<file path="src/sv/mrhf_pkg.sv">
// mrhf_pkg: types, codes and constants for the mesh header filter
// used by mrhf_seen_cell, mrhf_decide and mesh_rx_header_filter_dedup
`default_nettype none

package mrhf_pkg;

	localparam int SEEN_DEPTH_DEF   = 16;
	localparam int ENC_FLAG_BIT_DEF = 7;
	localparam logic [7:0] HEADER_BYTES = 8'd5;
	localparam logic [1:0] ROLE_ENDPOINT = 2'd0;

	typedef enum logic [1:0] {
		CFG_ENABLED  = 2'd0,
		CFG_OWN_NODE = 2'd1,
		CFG_ROLE     = 2'd2,
		CFG_SECURITY = 2'd3
	} cfg_idx_t;

	typedef enum logic [2:0] {
		V_ACCEPT    = 3'd0,
		V_DISABLED  = 3'd1,
		V_SHORT     = 3'd2,
		V_ENC_BCAST = 3'd3,
		V_TTL       = 3'd4,
		V_DUP       = 3'd5
	} verdict_t;

	typedef enum logic [1:0] {
		ST_IDLE,
		ST_CMP,
		ST_DECIDE
	} state_t;

	typedef logic [15:0] pair_t;

	typedef struct packed {
		logic       enabled;
		logic [7:0] own_node;
		logic [1:0] role;
		logic       security;
	} cfg_t;

	typedef struct packed {
		logic [7:0] seq_number;
		logic [7:0] origin_node;
		logic [7:0] dest_node;
		logic [7:0] ctrl_ttl;
		logic [7:0] packet_length;
	} hdr_t;

	typedef struct packed {
		verdict_t   verdict;
		logic       relay_now;
		logic [7:0] relay_flags_ttl;
		logic [7:0] relay_stamp_node;
		logic       deliver_local;
		logic [7:0] payload_length;
		logic       needs_decrypt;
		logic [3:0] delivered_ttl;
	} result_t;

endpackage

`default_nettype wire

</file>
<file path="src/sv/mesh_rx_header_filter_dedup.sv">
// mesh_rx_header_filter_dedup: receive header filter with duplicate suppression
// a chain of mrhf_seen_cell entries holds recent (origin, sequence) pairs
// depends on mrhf_pkg, mrhf_seen_cell, mrhf_decide
//
// usage:
//   input channel in_valid / in_stall carries one received header per item;
//   output channel out_valid / out_stall carries one verdict item per header.
//   configuration is written through cfg_we / cfg_index / cfg_data, which the
//   user must do only while idle; the block itself does not enforce this.
// an accepted header is registered, its key is compared in every cell and the
//   hit registered, then, once the output is free, the decide step registers the
//   result; no new header is taken until the last one leaves the decide step.
// headers with an accept verdict shift into the head of the cell chain; the oldest
//   pair falls off the tail, which matches ring-order replacement.
// reset clears every cell to zero, so an all-zero pair reads as a duplicate,
//   and loads the register defaults (disabled, own node 1, endpoint role).
// when the receiver stalls, the result holds; one more item can be accepted
//   and compared, and it waits in the decide step until the output frees.
`default_nettype none

module mesh_rx_header_filter_dedup
	import mrhf_pkg::*;
#(
	parameter int SEEN_DEPTH   = SEEN_DEPTH_DEF,
	parameter int ENC_FLAG_BIT = ENC_FLAG_BIT_DEF
) (
	input  wire logic       clk,
	input  wire logic       arst_n,

	input  wire logic       cfg_we,
	input  wire logic [1:0] cfg_index,
	input  wire logic [7:0] cfg_data,

	input  wire logic       in_valid,
	output logic            in_stall,
	input  wire logic [7:0] seq_number,
	input  wire logic [7:0] origin_node,
	input  wire logic [7:0] dest_node,
	input  wire logic [7:0] ctrl_ttl,
	input  wire logic [7:0] last_relay_node,
	input  wire logic [7:0] packet_length,

	output logic            out_valid,
	input  wire logic       out_stall,
	output logic [2:0]      verdict,
	output logic            relay_now,
	output logic [7:0]      relay_flags_ttl,
	output logic [7:0]      relay_stamp_node,
	output logic            deliver_local,
	output logic [7:0]      payload_length,
	output logic            needs_decrypt,
	output logic [3:0]      delivered_ttl
);

	cfg_t    cfg_q;
	hdr_t    hdr_q;
	state_t  state_q, state_d;
	result_t res_d, res_q;
	logic    out_valid_q;
	logic    in_accept;
	logic    commit;
	logic    store;
	logic    any_hit;
	pair_t   key;
	pair_t   chain [SEEN_DEPTH+1];
	logic [SEEN_DEPTH-1:0] hit_vec;

	// configuration
	always_ff @(posedge clk or negedge arst_n) begin
		if (!arst_n) begin
			cfg_q.enabled  <= 1'b0;
			cfg_q.own_node <= 8'd1;
			cfg_q.role     <= ROLE_ENDPOINT;
			cfg_q.security <= 1'b0;
		end else if (cfg_we) begin
			unique case (cfg_idx_t'(cfg_index))
				CFG_ENABLED:  cfg_q.enabled  <= cfg_data[0];
				CFG_OWN_NODE: cfg_q.own_node <= cfg_data;
				CFG_ROLE:     cfg_q.role     <= cfg_data[1:0];
				CFG_SECURITY: cfg_q.security <= cfg_data[0];
				default: ;
			endcase
		end
	end

	// header capture
	assign in_accept = in_valid && !in_stall;

	always_ff @(posedge clk) begin
		if (in_accept) begin
			hdr_q.seq_number    <= seq_number;
			hdr_q.origin_node   <= origin_node;
			hdr_q.dest_node     <= dest_node;
			hdr_q.ctrl_ttl      <= ctrl_ttl;
			hdr_q.packet_length <= packet_length;
		end
	end

	assign key = {hdr_q.origin_node, hdr_q.seq_number};

	// seen-pair chain
	assign chain[0] = key;

	for (genvar i = 0; i < SEEN_DEPTH; i++) begin : g_cell
		mrhf_seen_cell u_cell (
			.clk      (clk),
			.arst_n   (arst_n),
			.shift_en (store),
			.pair_in  (chain[i]),
			.key      (key),
			.pair_out (chain[i+1]),
			.hit      (hit_vec[i])
		);
	end

	assign any_hit = |hit_vec;

	mrhf_decide #(
		.ENC_FLAG_BIT (ENC_FLAG_BIT)
	) u_decide (
		.hdr      (hdr_q),
		.cfg      (cfg_q),
		.seen_hit (any_hit),
		.res      (res_d)
	);

	// sequencer
	always_ff @(posedge clk or negedge arst_n) begin
		if (!arst_n) begin
			state_q <= ST_IDLE;
		end else begin
			state_q <= state_d;
		end
	end

	always_comb begin
		state_d = state_q;
		unique case (state_q)
			ST_IDLE:   if (in_valid) state_d = ST_CMP;
			ST_CMP:    state_d = ST_DECIDE;
			ST_DECIDE: if (!out_valid_q || !out_stall) state_d = ST_IDLE;
			default:   state_d = ST_IDLE;
		endcase
	end

	always_comb begin
		in_stall = 1'b1;
		commit   = 1'b0;
		unique case (state_q)
			ST_IDLE:   in_stall = 1'b0;
			ST_CMP:    in_stall = 1'b1;
			ST_DECIDE: commit   = !out_valid_q || !out_stall;
			default:   in_stall = 1'b1;
		endcase
	end

	assign store = commit && (res_d.verdict == V_ACCEPT);

	// output register
	always_ff @(posedge clk or negedge arst_n) begin
		if (!arst_n) begin
			out_valid_q <= 1'b0;
		end else if (commit) begin
			out_valid_q <= 1'b1;
		end else if (!out_stall) begin
			out_valid_q <= 1'b0;
		end
	end

	always_ff @(posedge clk) begin
		if (commit) begin
			res_q <= res_d;
		end
	end

	assign out_valid        = out_valid_q;
	assign verdict          = res_q.verdict;
	assign relay_now        = res_q.relay_now;
	assign relay_flags_ttl  = res_q.relay_flags_ttl;
	assign relay_stamp_node = res_q.relay_stamp_node;
	assign deliver_local    = res_q.deliver_local;
	assign payload_length   = res_q.payload_length;
	assign needs_decrypt    = res_q.needs_decrypt;
	assign delivered_ttl    = res_q.delivered_ttl;

	// checks
	a_accept_to_cmp: assert property (@(posedge clk) disable iff (!arst_n)
		in_accept |=> state_q == ST_CMP)
		else $error("accepted item did not enter compare");

	a_commit_shows: assert property (@(posedge clk) disable iff (!arst_n)
		commit |=> out_valid_q)
		else $error("decided item not presented");

	a_reject_quiet: assert property (@(posedge clk) disable iff (!arst_n)
		out_valid_q && res_q.verdict != V_ACCEPT |-> !relay_now && !deliver_local)
		else $error("rejected item relays or delivers");

	a_store_head: assert property (@(posedge clk) disable iff (!arst_n)
		store |=> chain[1] == $past(key))
		else $error("accepted pair not at head of chain");

endmodule

`default_nettype wire

</file>
<file path="src/sv/mrhf_seen_cell.sv">
// mrhf_seen_cell: one entry of the seen-pair chain with its own compare
// depends on mrhf_pkg
`default_nettype none

module mrhf_seen_cell
	import mrhf_pkg::*;
(
	input  wire logic  clk,
	input  wire logic  arst_n,
	input  wire logic  shift_en,
	input  wire pair_t pair_in,
	input  wire pair_t key,
	output pair_t      pair_out,
	output logic       hit
);

	pair_t pair_q;
	logic  hit_q;

	always_ff @(posedge clk or negedge arst_n) begin
		if (!arst_n) begin
			pair_q <= '0;
			hit_q  <= 1'b0;
		end else begin
			hit_q <= (pair_q == key);
			if (shift_en) begin
				pair_q <= pair_in;
			end
		end
	end

	assign pair_out = pair_q;
	assign hit      = hit_q;

endmodule

`default_nettype wire

</file>
<file path="src/sv/mrhf_decide.sv">
// mrhf_decide: verdict priority and relay / delivery fields for one header
// depends on mrhf_pkg
`default_nettype none

module mrhf_decide
	import mrhf_pkg::*;
#(
	parameter int ENC_FLAG_BIT = ENC_FLAG_BIT_DEF
) (
	input  wire hdr_t  hdr,
	input  wire cfg_t  cfg,
	input  wire logic  seen_hit,
	output result_t    res
);

	logic [3:0] ttl;
	logic       encrypted;
	logic       relay;
	logic       deliver;
	verdict_t   v;

	assign ttl       = hdr.ctrl_ttl[3:0];
	assign encrypted = hdr.ctrl_ttl[ENC_FLAG_BIT];

	always_comb begin
		if (!cfg.enabled) begin
			v = V_DISABLED;
		end else if (hdr.packet_length < HEADER_BYTES) begin
			v = V_SHORT;
		end else if (hdr.dest_node == 8'd0 && encrypted) begin
			v = V_ENC_BCAST;
		end else if (ttl == 4'd0) begin
			v = V_TTL;
		end else if (seen_hit) begin
			v = V_DUP;
		end else begin
			v = V_ACCEPT;
		end
	end

	assign relay   = (v == V_ACCEPT) && (hdr.dest_node != cfg.own_node)
		&& (cfg.role != ROLE_ENDPOINT);
	assign deliver = (v == V_ACCEPT)
		&& (hdr.dest_node == cfg.own_node || hdr.dest_node == 8'd0);

	always_comb begin
		res                  = '0;
		res.verdict          = v;
		res.relay_now        = relay;
		res.deliver_local    = deliver;
		if (relay) begin
			res.relay_flags_ttl  = {hdr.ctrl_ttl[7:4], ttl - 4'd1};
			res.relay_stamp_node = cfg.own_node;
		end
		if (deliver) begin
			res.payload_length = hdr.packet_length - HEADER_BYTES;
			res.needs_decrypt  = encrypted && cfg.security;
			res.delivered_ttl  = ttl;
		end
	end

endmodule

`default_nettype wire
</file>
<file path="config.mk">
export PLATFORM = sky130hd
export DESIGN_NAME = mesh_rx_header_filter_dedup
export DESIGN_NICKNAME = d
export VERILOG_FILES = /design/src/sv/mrhf_pkg.sv /design/src/sv/mesh_rx_header_filter_dedup.sv /design/src/sv/mrhf_seen_cell.sv /design/src/sv/mrhf_decide.sv
export SDC_FILE = /design/constraint.sdc
export NUM_CORES = 1
export LEC_CHECK = 0
export ABC_AREA = 1
export BUFFER_PORTS_ARGS = -buffer_cell sky130_fd_sc_hd__buf_2
export CAP_MARGIN = 20
export CORE_MARGIN = 2
export CORE_UTILIZATION = 61
export DETAILED_ROUTE_END_ITERATION = 16
export PLACE_DENSITY = 0.77
export SLEW_MARGIN = 0
export SYNTH_ARGS = -nofsm -noshare
export SYNTH_HDL_FRONTEND = slang
export SYNTH_SLANG_ARGS = --single-unit
</file>
<file path="constraint.sdc">
create_clock -name clk -period 3.3 [get_ports clk]
set_clock_uncertainty 0.1 [all_clocks]
set_input_delay 0.165 -clock clk [delete_from_list [all_inputs] [get_ports clk]]
set_output_delay 0.165 -clock clk [all_outputs]
set_load 0.03 [all_outputs]
</file>
==> results of run 1 <==
[area by class of cell]
cell class              instances  area, µm²
clock buffers                  57       1180
well taps                     378        473
inverters                      51        191
fillers                      2081       8050
multi-input cells            1307       6830
flip-flops and latches        361       9410
clock inverters                11        129
repair buffers                179       1370
[cells in the mapped netlist (2+ instances only)]
cell type | instances | area, µm²
sky130_fd_sc_hd__buf_4 | 25 | 188
sky130_fd_sc_hd__xnor2_1 | 217 | 1900
sky130_fd_sc_hd__nand2_1 | 592 | 2220
sky130_fd_sc_hd__nand3_1 | 272 | 1360
sky130_fd_sc_hd__buf_6 | 2 | 22.5
sky130_fd_sc_hd__edfxtp_1 | 74 | 2220
sky130_fd_sc_hd__o21ai_0 | 8 | 40.0
sky130_fd_sc_hd__dfrtp_1 | 286 | 7160
sky130_fd_sc_hd__nor2_1 | 63 | 236
sky130_fd_sc_hd__clkbuf_1 | 31 | 116
sky130_fd_sc_hd__nor2_2 | 2 | 12.5
sky130_fd_sc_hd__nand4_1 | 59 | 369
sky130_fd_sc_hd__xor2_1 | 17 | 149
sky130_fd_sc_hd__inv_1 | 50 | 188
sky130_fd_sc_hd__buf_2 | 44 | 220
sky130_fd_sc_hd__a21oi_1 | 6 | 30.0
sky130_fd_sc_hd__ha_1 | 2 | 25.0
sky130_fd_sc_hd__nand3b_1 | 12 | 90.1
sky130_fd_sc_hd__buf_1 | 18 | 67.6
sky130_fd_sc_hd__nor3_1 | 5 | 25.0
sky130_fd_sc_hd__or2_2 | 26 | 163
sky130_fd_sc_hd__nor4_1 | 16 | 100
[power by group]
| part | internal (mW) | switching (mW) |
|---|---|---|
| combinational | 1.03 | 1.72 |
| clock | 2.70 | 1.75 |
| sequential | 5.21 | 0.599 |
| total | 8.94 | 4.07 |
[path summary, 6_finish.rpt]
| check | startpoint | end | slack (ps) | cells after the start |
|---|---|---|---|---|
| worst max-delay path | hdr_q[0] | g_cell[1].u_cell.pair_out[15] | 510 | 11 |
| worst min-delay path | arst_n | g_cell[15].u_cell.pair_out[13] | 180 | 2 |
| worst max register to register | hdr_q[0] | g_cell[1].u_cell.pair_out[15] | 510 | 11 |
| worst min register to register | state_q[1] | state_q[1] | 360 | 1 |
| max in group asynchronous | arst_n | g_cell[6].u_cell.pair_out[11] | 1960 | 3 |
| min in group clk | ctrl_ttl[4] | hdr_q[12] | 240 | 2 |
[flip-flops by register name (all words and copies together) (netlist names), 2 cells and up]
signal                  flops
state_q                     2
chain                      16
hdr_q                      24
relay_stamp_node            8
g_cell.u_cell.pair_out    256
verdict                     3
relay_flags_ttl             8
payload_length              8
cfg_q                      12
delivered_ttl               4
g_cell.u_cell.hit          16
[logic make-up after synthesis]
| group | after synthesis |
|---|---|
| DFF | 361 |
| and+or+nand+nor | 1052 |
| xor gates and xnor gates | 234 |
| AOI/OAI and AO/OA | 19 |
| buffers and inverters | 171 |
| adders and majority gates | 2 |
[metal layers]
layer | share of wire, % | up-vias | GRT usage, %
li1 | - | 6174 | -
met1 | 41 | 6303 | 36.3
met2 | 50 | 353 | 47.8
met3 | 3.9 | 121 | 3.15
met4 | 4.8 | 0 | 13.3
met5 | 0 | - | 0
[per-stage QoR]
stage	hold WS, ps	worst slack, ps
finish	177	513
global route	250	324
CTS	230	523
detailed placement	181	644
global placement	174	718
floorplan	-231	364
==> impl_results.md, run 1 <==
- Cell class contributing the biggest share of worst-path delay: simple AND/OR/NAND/NOR gates
- Placeable Area: ~28000 µm²
- Run status: finished, final reports clean
- Total Power Consumption: approximately 13 mW
- Post-Place Cells: 2219
- Routed Antenna Nets: 0
- Total gr overflow: 0
- Clk_lat worst skew: ~530 ps
- Inserted Clock Buffers: 38
- Yosys warning total: 0
- Post-synth EDFFs: between 70 and 80
- Slowest cell on the critical path: sky130_fd_sc_hd__buf_4
- Number of buffers between clock root and the deepest sink: 3
- Portion of the clock cycle consumed by the worst path in the final layout: ~84%
- First-pass GRT wire length: between 60000 and 70000 µm
- Number of cells in the finished layout apart from fillers: 2344
- Cell-by-cell listing of the critical path: inv_1 -> ha_1 -> inv_1 -> a21oi_2 -> nand3_2 -> nand2_1 -> nor2_2 -> nor2_8 -> buf_4 -> nand3_1 -> nand2_1
- CTS tree: yes
- Type of element launching the critical path: register
- Vias in the first global route: approximately 13000
- Main combinational cell family by area after synthesis: simple AND/OR/NAND/NOR gates
- Post-synthesis cell type count: 34
- Violation count after the first detailed-routing iteration: ~1100
- Critical Path Fanout Max: between 60 and 70
- Port Buf Inserts: 90
- Share of layout cells above drive strength 1: between 10 and 15%
- Avg Synthesized Cell Area: slightly above 9 µm²
- Post_cts resized: 0
- Peak supply drop: between 500 and 600 µV
- Data arrival at the endpoint of the critical path: approximately 3100 ps
- Sequential area share after synthesis: around 55%
- Final weighted congestion in routability-driven placement: about 0.84
- Count of boundary I/O pins: between 90 and 100
- CP peak stage delay: about 600 ps
- Critical path required time: between 3000 and 4000 ps
- Most common library cell in the layout ignoring fill and taps: sky130_fd_sc_hd__nand2_1
- Root buffer cell: sky130_fd_sc_hd__clkbuf_16
- Clock transition at the registers of the reported paths: 60 ps
- Sinks on Clock Net: around 360
- Xor-xnor portion of the synthesized cell area: around 12%
- Vertical extent of the die: around 170 µm
- Post-synthesis share of cell area spent on full adders, half adders and majority gates: 0.147%
- Pwr per Cell Area: ~660 nW/µm²
- Setup TNS: 0 ps
- Multiplexer share of the synthesized area: 0%
- Static power due to leakage: approximately 9.3 nW
- Standard-cell row count: between 60 and 70
- Maximum number of pins on one net before global-route repair: approximately 130
- Maximum clock frequency: 359 MHz
- Class of the tightest hold or removal check: in2async
- Synth Area in Compound Gates: less than 1%
- Simple-gate area share of the yosys netlist: a little over a quarter
- Flop and latch count out of synthesis: between 300 and 400
- Width of the die: 171 µm
- Finished Core Util: between 70% and 80%
- Total GRT Usage: between 20% and 30%
- Antenna violations before repair: 0
- Detailed Place HPWL: 23700 µm
- Kind of end point of the critical path: register
- Headroom to the max-slew limit: between 20% and 30%
- Max cap viols: 0
- Final number of max-transition violations: 0
- Count of buffer and inverter cells on the critical path: 3
- Number of diodes: 0
- Routed wire length per instance: approximately 17 µm
- Synthesis-to-layout area growth: 15.0%
- Hold Violations, Final: 0
- Post-CTS Setup Bufs: 0
- Final Routed Wirelength: around 40000 µm
- Cell area after technology mapping: ~17000 µm²
- Unrepaired setup endpoints after global routing: no
- Worst-margin pin slew: approximately 1100 ps
- Min Tclk post-route: 2790 ps
- Synthesized netlist cell count: 1839
- Post-DP Area: ~18000 µm²
- Async set-or-reset flop fraction in the synthesized netlist: 79.5%
- Die Footprint: between 20000 and 30000 µm²
- Number of nets produced by synthesis: 1904
- Detail-routed via count per cell: between 5 and 6
- Post-synth top flop: sky130_fd_sc_hd__dfrtp_1
- Detailed-route DRC error count: 0
- Type of the worst setup path: reg2reg
- Effective utilization at floorplan: between 60% and 70%
- Top library cells by usage in the layout, fill and taps aside: sky130_fd_sc_hd__nand2_1, sky130_fd_sc_hd__dfrtp_1, sky130_fd_sc_hd__nand3_1
- Total via count in the routed design: around 13000
- CTS HTree Levels: 2
- Final-stage net count: roughly 2000
- CTS Hold Buffers Added: 57
- Setup violations, final: 0
- Total non-filler cell area in the finished layout: about 20000 µm²
- Pre-antenna DRT Iters: 7
(Power assumes the default switching activity.)
==> run 2: changes to the inputs <==
--- a/config.mk
+++ b/config.mk
@@ -9,9 +9,9 @@
 export BUFFER_PORTS_ARGS = -buffer_cell sky130_fd_sc_hd__buf_2
 export CAP_MARGIN = 20
 export CORE_MARGIN = 2
-export CORE_UTILIZATION = 61
+export CORE_UTILIZATION = 55
 export DETAILED_ROUTE_END_ITERATION = 16
-export PLACE_DENSITY = 0.77
+export PLACE_DENSITY = 0.73
 export SLEW_MARGIN = 0
 export SYNTH_ARGS = -nofsm -noshare
 export SYNTH_HDL_FRONTEND = slang
==> constraint.sdc (replaced) <==
create_clock -name clk -period 2.31 [get_ports clk]
set_clock_uncertainty 0.1 [all_clocks]
set_input_delay 0.1155 -clock clk [delete_from_list [all_inputs] [get_ports clk]]
set_output_delay 0.1155 -clock clk [all_outputs]
set_load 0.03 [all_outputs]
==> impl_results.md, run 2 (synthesis gave the netlist of run 1 again) <==
- Internal reg-to-reg setup slack: roughly 45 ps
- Switching part of the total: 30.8%
- Worst setup path startpoint: g_cell[1].u_cell.hit
- Hold Violations, Final: 0
- Pwr per Cell Area: roughly 940 nW/µm²
- Total via count in the routed design: ~13000
- Count of boundary I/O pins: 99
- Most common library cell in the layout ignoring fill and taps: sky130_fd_sc_hd__nand2_1
- Final-stage net count: slightly above 2000
- CP peak stage delay: 370 ps
- Peak supply drop: between 600 and 700 µV
- Maximum clock frequency: around 440 MHz
- Final Routed Wirelength: ~42000 µm
- Number of flip-flops under the largest register name: ~260
- Data arrival at the endpoint of the critical path: ~2600 ps
- Number of buffers between clock root and the deepest sink: 3
- Internal power consumption: about 13 mW
- Worst-margin pin slew: about 630 ps
- Critical Path Fanout Max: 26
- Detailed Place HPWL: ~25000 µm
- Synthesis-to-layout area growth: 19.7%
- Class of the tightest hold or removal check: in2async
- Port Buf Inserts: 90
- Headroom to the max-slew limit: ~58%
- Portion of the clock cycle consumed by the worst path in the final layout: between 90% and 100%
- Clock network power share: about a third
- Routed Antenna Nets: 0
- Width of the die: ~180 µm
- Effective utilization at floorplan: a little under three fifths
- Clk_lat worst skew: approximately 530 ps
- First-pass GRT wire length: about 66000 µm
- Top library cells by usage in the layout, fill and taps aside: sky130_fd_sc_hd__nand2_1, sky130_fd_sc_hd__dfrtp_1, sky130_fd_sc_hd__nand3_1
- Vertical extent of the die: around 180 µm
- Setup violations, final: 0
- Slowest cell on the critical path: sky130_fd_sc_hd__dfrtp_1
- Type of element launching the critical path: register
- Routed wire length per instance: 17.5 µm
- Root buffer cell: sky130_fd_sc_hd__clkbuf_16
- Final WS setup: between 40 and 50 ps
- Detail-routed via count per cell: between 5 and 6
- Startpoint of the most critical register-to-register path: g_cell[1].u_cell.hit
- Share of layout cells above drive strength 1: 13.3%
- Min Tclk post-route: 2260 ps
- Total GRT Usage: 25.1%
- Final weighted congestion in routability-driven placement: approximately 0.84
- Type of the worst setup path: reg2reg
- Sinks on Clock Net: roughly 360
- Detailed-route DRC error count: 0
- Placeable Area: between 30000 and 40000 µm²
- Critical path required time: 2630 ps
- DP Worst Slack: about 27 ps
- Kind of end point of the critical path: register
- Worst Reg-to-Reg Cells: 11
- Setup TNS: 0 ps
- Die Footprint: between 30000 and 40000 µm²
- Clock transition at the registers of the reported paths: 60 ps
- Run status: finished, final reports clean
- Comb pwr share: between 20% and 30%
- Cell-by-cell listing of the critical path: nor2_2 -> nand2_1 -> nor2_2 -> nand3_1 -> nor2_1 -> nand4_1 -> buf_4 -> buf_12 -> clkbuf_16 -> nand2_1 -> nand2_1
- Maximum number of pins on one net before global-route repair: 67
- Static power due to leakage: 9.74 nW
- CTS tree: yes
- Total net switching power: 5.92 mW
- Pre-antenna DRT Iters: 5
- Cell type with the highest occurrence count on the critical path: sky130_fd_sc_hd__nand2_1
- Violation count after the first detailed-routing iteration: between 1000 and 1500
- CTS HTree Levels: 2
- Total non-filler cell area in the finished layout: between 20000 and 25000 µm²
- Total gr overflow: 0
- Sequential group share of total power: 42.4%
- Standard-cell row count: between 60 and 70
- Max cap viols: 0
- Vias in the first global route: about 13000
- Post-DP Area: between 15000 and 20000 µm²
- Final number of max-transition violations: 0
- Inserted Clock Buffers: 39
- Antenna violations before repair: 3
- Total Power Consumption: between 15 and 20 mW
## run 2: cell count changes in the layout (fill, tap and decap cells not counted), sizes merged
cell	delta
diode	+3
clkbuf	+7
bufinv	+2
dlygate4sd3	-1
clkinvlp	-1
bufbuf	+1
buf	+32
## run 2: worst paths after layout
| check | to |
|---|---|
| worst max-delay path | g_cell[11].u_cell.pair_out[2] |
| max in group asynchronous | g_cell[9].u_cell.pair_out[1] |
| min in group clk | hdr_q[14] |
| worst min register to register | state_q[1] |
| worst max register to register | g_cell[11].u_cell.pair_out[2] |
| worst min-delay path | g_cell[15].u_cell.pair_out[12] |
## run 2: critical path, delay by kind of cell (launching register included)
family | cells | cell delay, ps
flip-flops | 1 | 370
buffers and inverters | 3 | 570
AND/OR/NAND/NOR | 8 | 1090
## run 2: cell type report
| cell class | instances | area, µm² |
|---|---|---|
| Antenna cell | 3 | 7.51 |
| Clock buffer | 57 | 1180 |
| Clock inverter | 12 | 184 |
| Fill cell | 2303 | 10100 |
| Inverter | 51 | 191 |
| Multi-Input combinational cell | 1307 | 6880 |
| Sequential cell | 361 | 9410 |
| Tap cell | 396 | 495 |
| Timing Repair Buffer | 218 | 2050 |
## run 2: through the flow
stage	hold WS (ps)	instances	util (%)
2_1_floorplan	-280	1839	-
3_3_place_gp	17.2	2263	59.4
3_5_place_dp	19.9	2263	59.4
4_1_cts	63.8	2390	65.9
5_1_grt	92.0	2405	66.8
6_report	26.2	2405	66.8
## run 2: power by group through the flow
stage | clock, mW | sequential (mW) | combinational [mW]
CTS | 6.65 | 8.12 | 4.34
global route | 6.91 | 8.26 | 4.90
finish | 6.57 | 8.14 | 4.50
floorplan | 0 | 8.32 | 2.80
global placement | 0 | 8.19 | 4.07
detailed placement | 0 | 8.23 | 4.18
## run 2: repair_timing
action / CTS / global route
gates resized for setup: 3 / 15
gates cloned: 1 / 7
pin swaps: 2 / 2
endpoints found under the setup margin: 28 / 272
setup buffers: 1 / 5
hold buffers: 56 / 0
hold endpoints to repair: 268 / 0
## run 2: routing by layer
layer  global-route usage [%]  up-vias  wire length [µm]
li1                         -     6272                 -
met1                     33.2     6491             17400
met2                     41.6      369             21200
met3                     3.18      110              1840
met4                     11.3        0              1690
met5                        0        -                 0
==> run 3: changes to the inputs <==
--- a/config.mk
+++ b/config.mk
@@ -10,7 +10,10 @@
 export CAP_MARGIN = 20
 export CORE_MARGIN = 2
 export CORE_UTILIZATION = 55
+export CTS_BUF_LIST = sky130_fd_sc_hd__clkbuf_16
 export DETAILED_ROUTE_END_ITERATION = 16
+export GPL_TIMING_DRIVEN = 0
+export MAX_ROUTING_LAYER = met4
 export PLACE_DENSITY = 0.73
 export SLEW_MARGIN = 0
 export SYNTH_ARGS = -nofsm -noshare
==> impl_results.md, run 3 (synthesis gave the netlist of run 1 again) <==
- Cell-by-cell listing of the critical path: buf_2 -> xnor2_1 -> nand3b_1 -> nor4_1
- Type of the worst setup path: reg2reg
- Headroom to the max-slew limit: roughly two fifths
- Slowest cell on the critical path: sky130_fd_sc_hd__edfxtp_1
- Final-stage net count: between 2000 and 2500
- Portion of the clock cycle consumed by the worst path in the final layout: around 100%
- Fillers: between 2000 and 2500
- Clk_lat worst skew: 550 ps
- Detailed Place HPWL: between 30000 and 40000 µm
- First-pass GRT wire length: around 76000 µm
- Detail-routed via count per cell: ~5.6
- Synthesis-to-layout area growth: 20.8%
- Critical path required time: roughly 2600 ps
- Root buffer cell: sky130_fd_sc_hd__clkbuf_16
- Run status: finished, final reports clean
- Standard-cell row count: between 60 and 70
- Port Buf Inserts: 90
- Violation count after the first detailed-routing iteration: between 1000 and 1500
- Vias in the first global route: between 10000 and 15000
- Sinks on Clock Net: between 300 and 400
- Antenna violations before repair: 1
- Peak supply drop: between 600 and 700 µV
- Worst-margin pin slew: between 800 and 900 ps
- Post-Place Cells: about 2300
- RR Endpoint: g_cell[11].u_cell.hit
- Internal reg-to-reg setup slack: 10 ps
- Unrepaired setup endpoints after global routing: yes
- Die Footprint: roughly 32000 µm²
- Data arrival at the endpoint of the critical path: approximately 2600 ps
- Pre-antenna DRT Iters: 5
- Startpoint of the most critical register-to-register path: chain[265]
- Count of boundary I/O pins: slightly below 100
- Setup violations, final: 0
- Maximum number of pins on one net before global-route repair: 107
- Placeable Area: 30500 µm²
- Routed Antenna Nets: 0
- Total gr overflow: 0
- Number of flip-flops under the largest register name: around 260
- Share of layout cells above drive strength 1: between 10% and 20%
- Number of cells in the finished layout apart from fillers: 2467
- Critical Path Fanout Max: 10
- Worst Reg-to-Reg Cells: 4
- Hold Violations, Final: 0
- Kind of end point of the critical path: register
- Type of element launching the critical path: register
- Inserted Clock Buffers: 40
- Class of the tightest hold or removal check: in2async
- Final weighted congestion in routability-driven placement: just over 0.9
- Finished Core Util: about 67%
- Total GRT Usage: a little under a third
- CTS HTree Levels: 2
- Max cap viols: 0
- Pwr per Cell Area: 918 nW/µm²
- Routed wire length per instance: 19.7 µm
- Effective utilization at floorplan: a little under three fifths
- Width of the die: about 180 µm
- Vertical extent of the die: between 150 and 200 µm
- CP peak stage delay: 860 ps
- CTS tree: yes
- Final Routed Wirelength: about 49000 µm
- Min Tclk post-route: approximately 2300 ps
- Most common library cell in the layout ignoring fill and taps: sky130_fd_sc_hd__nand2_1
- Top library cells by usage in the layout, fill and taps aside: sky130_fd_sc_hd__nand2_1, sky130_fd_sc_hd__dfrtp_1, sky130_fd_sc_hd__nand3_1
- Static power due to leakage: between 9 and 10 nW
- Clock transition at the registers of the reported paths: approximately 60 ps
- Detailed-route DRC error count: 0
- Total via count in the routed design: 13900
- Final-layout worst hold slack: 69.3 ps
- Maximum clock frequency: between 400 and 500 MHz
- Final number of max-transition violations: 0
- Number of buffers between clock root and the deepest sink: 3
-- run 3: worst max path at each step --
stage / from / end / depth (start not counted)
finish: chain[265] / g_cell[11].u_cell.hit / 4
global route: hdr_q[1] / g_cell[7].u_cell.pair_out[9] / 12
CTS: chain[261] / g_cell[4].u_cell.hit / 5
detailed placement: chain[256] / g_cell[11].u_cell.hit / 5
global placement: arst_n / g_cell[5].u_cell.pair_out[4] / 1
floorplan: state_q[0] / chain[256] / 3
-- run 3: critical path, delay by kind of cell (launching register included) --
kind	cells	cell delay, ps
xor gates and xnor gates	1	180
buffers and inverters	1	540
DFF	1	860
and+or+nand+nor	2	450
-- run 3: metal layers --
| metal | part of all wire [%] | global-route usage [%] | vias up |
|---|---|---|---|
| met5 | 0 | - | - |
| met4 | 4.7 | 13.4 | 0 |
| met3 | 6.9 | 4.72 | 152 |
| met2 | 47 | 48.2 | 564 |
| met1 | 41 | 39.7 | 6834 |
| li1 | - | - | 6388 |
-- run 3: power breakdown --
group | switching, mW | total [mW] | leakage (nW) | internal (mW)
Clock | 2.59 | 5.91 | 0.621 | 3.32
Combinational | 2.86 | 4.66 | 4.58 | 1.80
Sequential | 0.880 | 8.32 | 4.62 | 7.44
-- run 3: stage by stage --
step	cell area [µm²]	power [mW]	TNS (ps)	setup WS, ps
after floorplan	17000	11.1	0	42.0
after global placement	18000	12.4	-1229470	-4230
after detailed placement	18100	12.5	-12260	-463
after CTS	19900	18.5	0	3.94
after global routing	20600	19.7	-5300	-98.9
final	20600	18.9	0	10.2
-- run 3: what timing repair did --
item / 4_1_cts / 5_1_grt
setup buffers: 8 / 10
endpoints found under the hold margin: 145 / 0
endpoints found under the setup margin: 290 / 275
gates cloned: 0 / 6
pin swaps: 2 / 5
gates resized for setup: 9 / 178
hold buffers: 57 / 0
-- run 3: area by class of cell --
| type | instances | area, µm² | area share, % |
|---|---|---|---|
| multi-input cells | 1307 | 7110 | 34.5 |
| flip-flops and latches | 361 | 9410 | 45.7 |
| inverters | 51 | 193 | 0.937 |
| diodes | 1 | 2.50 | 0.0122 |
| clock buffers | 41 | 1030 | 4.99 |
| clock inverters | 30 | 160 | 0.779 |
| plain buffers | 105 | 759 | 3.69 |
| well taps | 396 | 495 | 2.41 |
| repair buffers | 175 | 1420 | 6.92 |
